File: src/rtl/core/ctbc_pkg.sv
package ctbc_pkg;

   localparam int CH_W    = 8;
   localparam int RATIO_W = 6;
   localparam int PROD_W  = CH_W + RATIO_W;
   localparam int COUNT_W = 25;
   localparam int SUM_W   = 36;
   localparam int FRAC_W  = 4;
   localparam int Q_W     = 16;

   localparam int CSR_IDX_W = 2;

   localparam logic [CSR_IDX_W-1:0] CSR_BLUE_MAX  = 2'd0;
   localparam logic [CSR_IDX_W-1:0] CSR_GREEN_MAX = 2'd1;
   localparam logic [CSR_IDX_W-1:0] CSR_RED_MIN   = 2'd2;
   localparam logic [CSR_IDX_W-1:0] CSR_RATIO     = 2'd3;

   localparam logic [CH_W-1:0]    BLUE_MAX_RST  = 8'd70;
   localparam logic [CH_W-1:0]    GREEN_MAX_RST = 8'd70;
   localparam logic [CH_W-1:0]    RED_MIN_RST   = 8'd80;
   localparam logic [RATIO_W-1:0] RATIO_RST     = 6'd10;

   typedef struct packed {
      logic [CH_W-1:0]    blue_max;
      logic [CH_W-1:0]    green_max;
      logic [CH_W-1:0]    red_min;
      logic [RATIO_W-1:0] ratio_quarters;
   } cfg_type;

   typedef struct packed {
      logic [COUNT_W-1:0] count;
      logic [SUM_W-1:0]   row_sum;
      logic [SUM_W-1:0]   col_sum;
   } totals_type;

endpackage

File: src/rtl/core/ctbc_accum.sv
module ctbc_accum import ctbc_pkg::*; #(
   parameter int MAX_WIDTH  = 4096,
   parameter int MAX_HEIGHT = 4096
) (
   input  logic            clock,
   input  logic            reset,
   input  cfg_type         cfg,
   input  logic            pix_accept,
   input  logic [CH_W-1:0] blue,
   input  logic [CH_W-1:0] green,
   input  logic [CH_W-1:0] red,
   input  logic            end_of_line,
   input  logic            end_of_frame,
   output totals_type      frame_totals
);

   localparam int CW = (MAX_WIDTH > 2) ? $clog2(MAX_WIDTH) : 1;
   localparam int RW = (MAX_HEIGHT > 2) ? $clog2(MAX_HEIGHT) : 1;

   logic [CW-1:0] col_ff, col_in;
   logic [RW-1:0] row_ff, row_in;
   totals_type    tot_ff, tot_in, tot_upd;

   logic [PROD_W-1:0] red4, prod_b, prod_g;
   logic              is_red;
   logic [SUM_W:0]    row_add, col_add;

   always_comb begin
      red4   = PROD_W'({red, 2'b00});
      prod_b = PROD_W'(cfg.ratio_quarters) * PROD_W'(blue);
      prod_g = PROD_W'(cfg.ratio_quarters) * PROD_W'(green);
      is_red = (blue < cfg.blue_max) && (green < cfg.green_max) && (red > cfg.red_min)
               && (red4 > prod_b) && (red4 > prod_g);
   end

   // Accumulators saturate at all ones instead of wrapping.
   always_comb begin
      row_add = {1'b0, tot_ff.row_sum} + (SUM_W+1)'(row_ff);
      col_add = {1'b0, tot_ff.col_sum} + (SUM_W+1)'(col_ff);
      tot_upd = tot_ff;
      if (is_red) begin
         if (tot_ff.count != '1) begin
            tot_upd.count = tot_ff.count + COUNT_W'(1);
         end
         tot_upd.row_sum = row_add[SUM_W] ? '1 : row_add[SUM_W-1:0];
         tot_upd.col_sum = col_add[SUM_W] ? '1 : col_add[SUM_W-1:0];
      end
   end

   assign frame_totals = tot_upd;

   always_comb begin
      col_in = col_ff;
      row_in = row_ff;
      tot_in = tot_ff;
      if (pix_accept) begin
         if (end_of_frame) begin
            col_in = '0;
            row_in = '0;
            tot_in = '0;
         end else begin
            tot_in = tot_upd;
            if (end_of_line) begin
               col_in = '0;
               if (row_ff < RW'(MAX_HEIGHT - 1)) begin
                  row_in = row_ff + RW'(1);
               end
            end else if (col_ff < CW'(MAX_WIDTH - 1)) begin
               col_in = col_ff + CW'(1);
            end
         end
      end
   end

   always_ff @(posedge clock) begin
      if (reset) begin
         col_ff <= '0;
         row_ff <= '0;
         tot_ff <= '0;
      end else begin
         col_ff <= col_in;
         row_ff <= row_in;
         tot_ff <= tot_in;
      end
   end

endmodule

File: src/rtl/core/ctbc_div.sv
module ctbc_div import ctbc_pkg::*; (
   input  logic               clock,
   input  logic               reset,
   input  logic               start,
   input  logic [SUM_W-1:0]   sum,
   input  logic [COUNT_W-1:0] count,
   output logic               done,
   output logic [Q_W-1:0]     quotient
);

   localparam int DVD_W  = SUM_W + FRAC_W;
   localparam int STEP_W = $clog2(DVD_W);

   logic               busy_ff, busy_in;
   logic               done_ff, done_in;
   logic [STEP_W-1:0]  step_ff, step_in;
   logic [DVD_W-1:0]   dvd_ff, dvd_in;
   logic [COUNT_W-1:0] rem_ff, rem_in;
   logic [COUNT_W-1:0] div_ff, div_in;
   logic [Q_W-1:0]     quo_ff, quo_in;

   logic [COUNT_W:0]   trial, diff;
   logic               fits;

   // One restoring step per cycle: the remainder stays below the divisor, so
   // the trial value needs only one bit more than the divisor.
   always_comb begin
      trial = {rem_ff, dvd_ff[DVD_W-1]};
      diff  = trial - {1'b0, div_ff};
      fits  = (trial >= {1'b0, div_ff});
   end

   always_comb begin
      busy_in = busy_ff;
      done_in = 1'b0;
      step_in = step_ff;
      dvd_in  = dvd_ff;
      rem_in  = rem_ff;
      div_in  = div_ff;
      quo_in  = quo_ff;
      if (start) begin
         busy_in = 1'b1;
         step_in = STEP_W'(DVD_W - 1);
         dvd_in  = {sum, {FRAC_W{1'b0}}};
         rem_in  = '0;
         div_in  = count;
         quo_in  = '0;
      end else if (busy_ff) begin
         dvd_in = {dvd_ff[DVD_W-2:0], 1'b0};
         rem_in = fits ? diff[COUNT_W-1:0] : trial[COUNT_W-1:0];
         quo_in = {quo_ff[Q_W-2:0], fits};
         if (step_ff == '0) begin
            busy_in = 1'b0;
            done_in = 1'b1;
         end else begin
            step_in = step_ff - STEP_W'(1);
         end
      end
   end

   always_ff @(posedge clock) begin
      if (reset) begin
         busy_ff <= 1'b0;
         done_ff <= 1'b0;
      end else begin
         busy_ff <= busy_in;
         done_ff <= done_in;
      end
      step_ff <= step_in;
      dvd_ff  <= dvd_in;
      rem_ff  <= rem_in;
      div_ff  <= div_in;
      quo_ff  <= quo_in;
   end

   assign done     = done_ff;
   assign quotient = quo_ff;

endmodule

File: src/rtl/core/color_threshold_blob_centroid.sv
// Red-blob centroid finder for a raster stream of BGR pixels. Each accepted pixel
// beat runs the color test and updates the pixel count and the row and column
// sums. The beat with tlast (end of frame) is counted first and then starts the
// frame-end work, during which req_tready is low: the row and column means are
// formed one after the other on a single shared restoring divider that resolves
// one of 40 quotient bits per cycle. The result beat then sits in an output
// register, and pixels of the next frame are accepted while it waits; the result
// of a further frame end waits for that register to drain. Centroids carry 4
// fractional bits and are truncated; with no red pixel found, count and
// centroids read zero.
module color_threshold_blob_centroid import ctbc_pkg::*; #(
   parameter int MAX_WIDTH  = 4096,
   parameter int MAX_HEIGHT = 4096
) (
   input  logic                 clock,
   input  logic                 reset,
   input  logic                 req_tvalid,
   output logic                 req_tready,
   input  logic [23:0]          req_tdata,  // blue, green, red
   input  logic                 req_tlast,  // end_of_frame
   input  logic                 req_tuser,  // end_of_line
   output logic                 rsp_tvalid,
   input  logic                 rsp_tready,
   output logic [63:0]          rsp_tdata,  // center_row_q4, center_col_q4, pixel_count
   output logic                 rsp_tuser,  // found
   input  logic                 csr_we,
   input  logic [CSR_IDX_W-1:0] csr_index,
   input  logic [CH_W-1:0]      csr_wdata
);

   localparam logic [2:0] S_IDLE     = 3'd0;
   localparam logic [2:0] S_ROW_GO   = 3'd1;
   localparam logic [2:0] S_ROW_WAIT = 3'd2;
   localparam logic [2:0] S_COL_GO   = 3'd3;
   localparam logic [2:0] S_COL_WAIT = 3'd4;
   localparam logic [2:0] S_EMIT     = 3'd5;

   logic [2:0]     state_ff, state_in;
   cfg_type        cfg_ff, cfg_in;
   totals_type     snap_ff, snap_in, frame_totals;
   logic [Q_W-1:0] row_q_ff, row_q_in;
   logic [Q_W-1:0] col_q_ff, col_q_in;
   logic           rsp_valid_ff, rsp_valid_in;
   logic [63:0]    rsp_data_ff, rsp_data_in;
   logic           rsp_found_ff, rsp_found_in;

   logic           pix_accept;
   logic           div_start, div_done;
   logic [SUM_W-1:0] div_sum;
   logic [Q_W-1:0] div_quo;
   logic           found;

   assign req_tready = (state_ff == S_IDLE);
   assign pix_accept = req_tvalid && req_tready;

   ctbc_accum #(
      .MAX_WIDTH (MAX_WIDTH),
      .MAX_HEIGHT(MAX_HEIGHT)
   ) u_accum (
      .clock       (clock),
      .reset       (reset),
      .cfg         (cfg_ff),
      .pix_accept  (pix_accept),
      .blue        (req_tdata[7:0]),
      .green       (req_tdata[15:8]),
      .red         (req_tdata[23:16]),
      .end_of_line (req_tuser),
      .end_of_frame(req_tlast),
      .frame_totals(frame_totals)
   );

   assign div_start = (state_ff == S_ROW_GO) || (state_ff == S_COL_GO);
   assign div_sum   = (state_ff == S_COL_GO) ? snap_ff.col_sum : snap_ff.row_sum;

   ctbc_div u_div (
      .clock   (clock),
      .reset   (reset),
      .start   (div_start),
      .sum     (div_sum),
      .count   (snap_ff.count),
      .done    (div_done),
      .quotient(div_quo)
   );

   always_comb begin
      cfg_in = cfg_ff;
      if (csr_we) begin
         unique case (csr_index)
            CSR_BLUE_MAX:  cfg_in.blue_max       = csr_wdata;
            CSR_GREEN_MAX: cfg_in.green_max      = csr_wdata;
            CSR_RED_MIN:   cfg_in.red_min        = csr_wdata;
            CSR_RATIO:     cfg_in.ratio_quarters = csr_wdata[RATIO_W-1:0];
            default:       cfg_in                = cfg_ff;
         endcase
      end
   end

   assign found = (snap_ff.count != '0);

   always_comb begin
      state_in     = state_ff;
      snap_in      = snap_ff;
      row_q_in     = row_q_ff;
      col_q_in     = col_q_ff;
      rsp_valid_in = rsp_valid_ff && !rsp_tready;
      rsp_data_in  = rsp_data_ff;
      rsp_found_in = rsp_found_ff;
      unique case (state_ff)
         S_IDLE: begin
            if (pix_accept && req_tlast) begin
               snap_in  = frame_totals;
               state_in = S_ROW_GO;
            end
         end
         S_ROW_GO:   state_in = S_ROW_WAIT;
         S_ROW_WAIT: begin
            if (div_done) begin
               row_q_in = div_quo;
               state_in = S_COL_GO;
            end
         end
         S_COL_GO:   state_in = S_COL_WAIT;
         S_COL_WAIT: begin
            if (div_done) begin
               col_q_in = div_quo;
               state_in = S_EMIT;
            end
         end
         S_EMIT: begin
            // The result beat is loaded only once the previous one has gone.
            if (!rsp_valid_ff || rsp_tready) begin
               rsp_valid_in       = 1'b1;
               rsp_found_in       = found;
               rsp_data_in[15:0]  = found ? row_q_ff : '0;
               rsp_data_in[31:16] = found ? col_q_ff : '0;
               rsp_data_in[56:32] = snap_ff.count;
               rsp_data_in[63:57] = '0;
               state_in           = S_IDLE;
            end
         end
         default: state_in = S_IDLE;
      endcase
   end

   always_ff @(posedge clock) begin
      if (reset) begin
         state_ff     <= S_IDLE;
         rsp_valid_ff <= 1'b0;
         cfg_ff       <= '{blue_max: BLUE_MAX_RST, green_max: GREEN_MAX_RST,
                           red_min: RED_MIN_RST, ratio_quarters: RATIO_RST};
      end else begin
         state_ff     <= state_in;
         rsp_valid_ff <= rsp_valid_in;
         cfg_ff       <= cfg_in;
      end
      snap_ff      <= snap_in;
      row_q_ff     <= row_q_in;
      col_q_ff     <= col_q_in;
      rsp_data_ff  <= rsp_data_in;
      rsp_found_ff <= rsp_found_in;
   end

   assign rsp_tvalid = rsp_valid_ff;
   assign rsp_tdata  = rsp_data_ff;
   assign rsp_tuser  = rsp_found_ff;

endmodule

File: config.mk
export PLATFORM = sky130hd
export DESIGN_NAME = color_threshold_blob_centroid
export DESIGN_NICKNAME = d
export VERILOG_FILES = /design/src/rtl/core/ctbc_pkg.sv /design/src/rtl/core/ctbc_accum.sv /design/src/rtl/core/ctbc_div.sv /design/src/rtl/core/color_threshold_blob_centroid.sv
export SDC_FILE = /design/constraint.sdc
export NUM_CORES = 1
export LEC_CHECK = 0
export ABC_AREA = 1
export ABC_CLOCK_PERIOD_IN_PS = 7250
export BUFFER_PORTS_ARGS = -buffer_cell sky130_fd_sc_hd__buf_2
export CAP_MARGIN = 15
export CORE_ASPECT_RATIO = 0.5
export CORE_MARGIN = 2
export CORE_UTILIZATION = 45
export DETAILED_ROUTE_END_ITERATION = 7
export SLEW_MARGIN = 20
export SYNTH_ARGS = -nofsm -noshare
export SYNTH_HDL_FRONTEND = slang
export SYNTH_SLANG_ARGS = --single-unit
File: constraint.sdc
create_clock -name clock -period 7.25 [get_ports clock]
set_clock_uncertainty 0.15 [all_clocks]
set_input_delay 0.725 -clock clock [delete_from_list [all_inputs] [get_ports clock]]
set_output_delay 0.725 -clock clock [all_outputs]
set_load 0.05 [all_outputs]
==> metrics.md <==
| Metric | Value |
|---|---|
| Htree depth | `2` |
| Pwr Density | `282 mW/mm^2` |
| Setup violators final | `0` |
| Setup TNS | `0 ns` |
| Reg area | `0.0115 sq mm` |
| Reg clk slew, reported paths | `0.06 ns` |
| Vias in the first global route | `21500` |
| Ant diodes | `0` |
| Area Overhead vs Synth | `10.0%` |
| Avg Synthesized Cell Area | `7.72 sq um` |
| Chip height | `177 um` |
| WL final | `68400 um` |
| Via/cell ratio | `5.10` |
| CTS Hold Buffers Added | `0` |
| I/O pins | `108` |
| Synth area leader | `edfxtp_1` |
| Static leakage | `13.7 nW` |
| Peak supply drop | `190 uV` |
| Port Buffer Count | `100` |
| Post-synth top cells | `nand2_1, inv_1, nand3_1` |
| Critical path class | `flop to flop` |
| Placed Area | `0.0283 sq mm` |
| Worst-Margin Slew | `0.887 ns` |
| GRT Total Usage | `0.223` |
| Starting Density | `0.456` |
| First-pass GRT wire length | `112000 um` |
| RR Startpoint | `cfg_ff[1]` |
| Crit Path Max Fanout | `17` |
| F_max | `166 MHz` |
| Area of the core | `0.0594 sq mm` |
| Slew Limit Fails | `0` |
| Post-synth cell types | `51` |
| Top_reg_cell synth | `edfxtp_1` |
| RSZ-0062 raised after global routing | `false` |
| Crit path to | `snap_ff[46]` |
| Worst Hold Class | `input pin to flop` |
| Area occupied by multi-input gates | `0.0127 sq mm` |
| Worst R2R End | `snap_ff[46]` |
| Share of cells above drive strength 1 | `0.0616` |
| Post-Synthesis Cells | `3501` |
| Maxcap violations | `0` |
| CTS tree | `yes` |
| CTS buffer count | `45` |
| # Post-CTS Setup Buffers | `0` |
| DR WL/cell | `15.5 um` |
| CTS root buffer | `clkbuf_16` |
| Die Area | `0.0622 sq mm` |
| R2R cell count | `26` |
| Final worst path period need | `6.01 ns` |
| Critical Path RT | `7.43 ns` |
| CP startpoint kind | `flop` |
| Final ANT Viol Nets | `0` |
| Num rows | `63` |
| Gates resized, CTS repair | `0` |
| Largest net degree at the start of global routing | `125` |
| Post-layout nets | `3785` |
| Cells after DPL | `4320` |
| Initial DRC Count | `1716` |
| Sequential area share after synthesis | `0.426` |
| Antenna violations before repair | `0` |
| Top-count cell post-synth | `nand2_1` |
| Synthesized cell area | `0.0270 sq mm` |
| Ys async rst share | `0` |
| Die Width | `351 um` |
| # DRC | `0` |
| Finished Layout Cells | `4401` |
| Synth Register Bits | `452` |
| Synth area leaders | `edfxtp_1, dfxtp_1, nand2_1` |
| CTS Buffer Depth | `3` |
| Period utilization | `0.829` |
| Crit path from | `cfg_ff[1]` |
| Number of flops mapped to enable cells by yosys | `248` |
| Clock Latency Late Sink | `0.58 ns` |
| Via count | `22400` |
| Syn. warnings | `0` |
| Max-slew headroom | `0.409` |
| Reg2reg setup slack | `1.24 ns` |
| Yosys top cell area share | `0.275` |
| Worst EP arrival | `6.19 ns` |
| Status | `finished clean` |
| Post-Layout Inst Area | `0.0298 sq mm` |
| Worst Setup End Kind | `flop` |
| GRT overflow | `0` |
| Filler instances | `5728` |
| DP HPWL | `48500 um` |
| Clock sinks | `452` |
| Final Hold Fails | `0` |
| Pre-antenna DRT Iters | `5` |
| RD Place Congestion | `0.910` |
==> layout make-up <==
| type | count | area share |
|---|---|---|
| multi-input combinational | 2306 | 0.425 |
| inverter | 622 | 0.0785 |
| clock buffer | 59 | 0.0413 |
| tap | 812 | 0.0341 |
| clock inverter | 22 | 0.00849 |
| sequential | 452 | 0.388 |
| timing repair buffer | 128 | 0.0248 |
==> stage by stage <==
| stage | util | setup WS [ns] | hold WS, ns | power, mW |
|---|---|---|---|---|
| 2_1_floorplan | - | 1.06 | 0.276 | 5.29 |
| 3_3_place_gp | 0.476 | 1.21 | 0.284 | 6.00 |
| 3_5_place_dp | 0.476 | 1.13 | 0.287 | 6.03 |
| 4_1_cts | 0.501 | 1.28 | 0.255 | 8.45 |
| 5_1_grt | 0.501 | 0.767 | 0.298 | 8.92 |
| 6_report | 0.501 | 1.24 | 0.296 | 8.39 |
==> registers in the layout, summed over array words and instances, names as in the netlist <==
signal	flops
u_div.div_ff	25
u_div.step_ff	6
rsp_tvalid	1
u_div.rem_ff	25
snap_ff	97
u_div.busy_ff	1
rsp_tuser	1
cfg_ff	30
u_div.done	1
u_div.dvd_ff	36
state_ff	3
col_q_ff	16
row_q_ff	16
rsp_tdata	57
u_accum.row_ff	12
u_accum.col_ff	12
u_div.quotient	16
u_accum.tot_ff	97
==> cell usage in the layout (no fill, tap or decap), types with 4 or more instances in the layout <==
cell       count
nand2_1      911
inv_1        619
nand3_1      302
edfxtp_1     248
nor2_1       226
a21oi_1      225
dfxtp_1      204
ha_1         136
nand4_1      105
buf_2         99
o21ai_0       94
xor2_1        54
fa_1          53
clkbuf_16     46
nor3_1        35
buf_4         27
o211ai_1      19
xnor2_1       18
o22ai_1       16
nor4_1        12
clkinv_2      11
clkbuf_1      10
o21bai_1       9
a21o_1         8
a31oi_1        7
and2_1         7
nand3b_1       7
conb_1         7
o21ai_1        6
or2_2          6
nor3b_1        6
nor2_4         5
a211oi_1       5
bufinv_16      5
clkinv_1       4
==> where the power goes <==
part / internal, mW / switching, mW / leakage [nW]
combinational: 0.771 / 1.89 / 9.04
clock: 1.38 / 1.03 / 0.730
sequential: 3.15 / 0.174 / 3.97
total: 5.30 / 3.09 / 13.7
==> how the worst min path moves through the flow <==
stage                       startpoint            to  slack [ns]  depth (start not counted)
finish                    csr_wdata[6]    cfg_ff[12]        0.30                          3
global route              csr_wdata[6]    cfg_ff[12]        0.30                          3
CTS                       csr_wdata[6]    cfg_ff[12]        0.26                          3
detailed placement  u_div.quotient[13]  col_q_ff[13]        0.29                          0
global placement    u_div.quotient[13]  col_q_ff[13]        0.28                          0
floorplan           u_div.quotient[10]  col_q_ff[10]        0.28                          0
==> metal layers <==
metal / share of wire / wire, um / track usage / vias to the layer above
met5: 0 / 0 / 0 / -
met3: 0.052 / 3570 / 0.0318 / 76
met4: 0.018 / 1230 / 0.0517 / 0
met2: 0.44 / 30100 / 0.359 / 455
li1: - / - / - / 11400
met1: 0.49 / 33600 / 0.318 / 10500
==> cells by family after synthesis <==
| logic type | count (synthesis) | synth area share |
|---|---|---|
| xor gates and xnor gates | 72 | 0.0233 |
| AOI/OAI and AO/OA | 404 | 0.0816 |
| adders and majority gates | 189 | 0.102 |
| and+or+nand+nor | 1634 | 0.258 |
| buffers and inverters | 749 | 0.108 |
| other | 1 | 0.000139 |
| DFF | 452 | 0.426 |
==> worst max-delay path, stage by stage, from the launching register on <==
cell     delay [ns]
dfxtp_1        0.81
nand2_1        0.10
inv_1          0.10
fa_1           0.42
inv_1          0.08
fa_1           0.44
fa_1           0.54
inv_1          0.04
ha_1           0.38
a21oi_1        0.25
o21ai_1        0.11
a21oi_1        0.17
xor2_1         0.19
ha_1           0.25
nand2_1        0.08
nor2_1         0.06
nand3_1        0.09
nand3_1        0.08
nor2_1         0.11
nand4_1        0.13
nor2_4         0.21
nand2_2        0.08
buf_4          0.19
inv_1          0.40
nand2_1        0.16
nand2_1        0.09
inv_1          0.03
No activity file was read; power rests on OpenSTA's default activity.
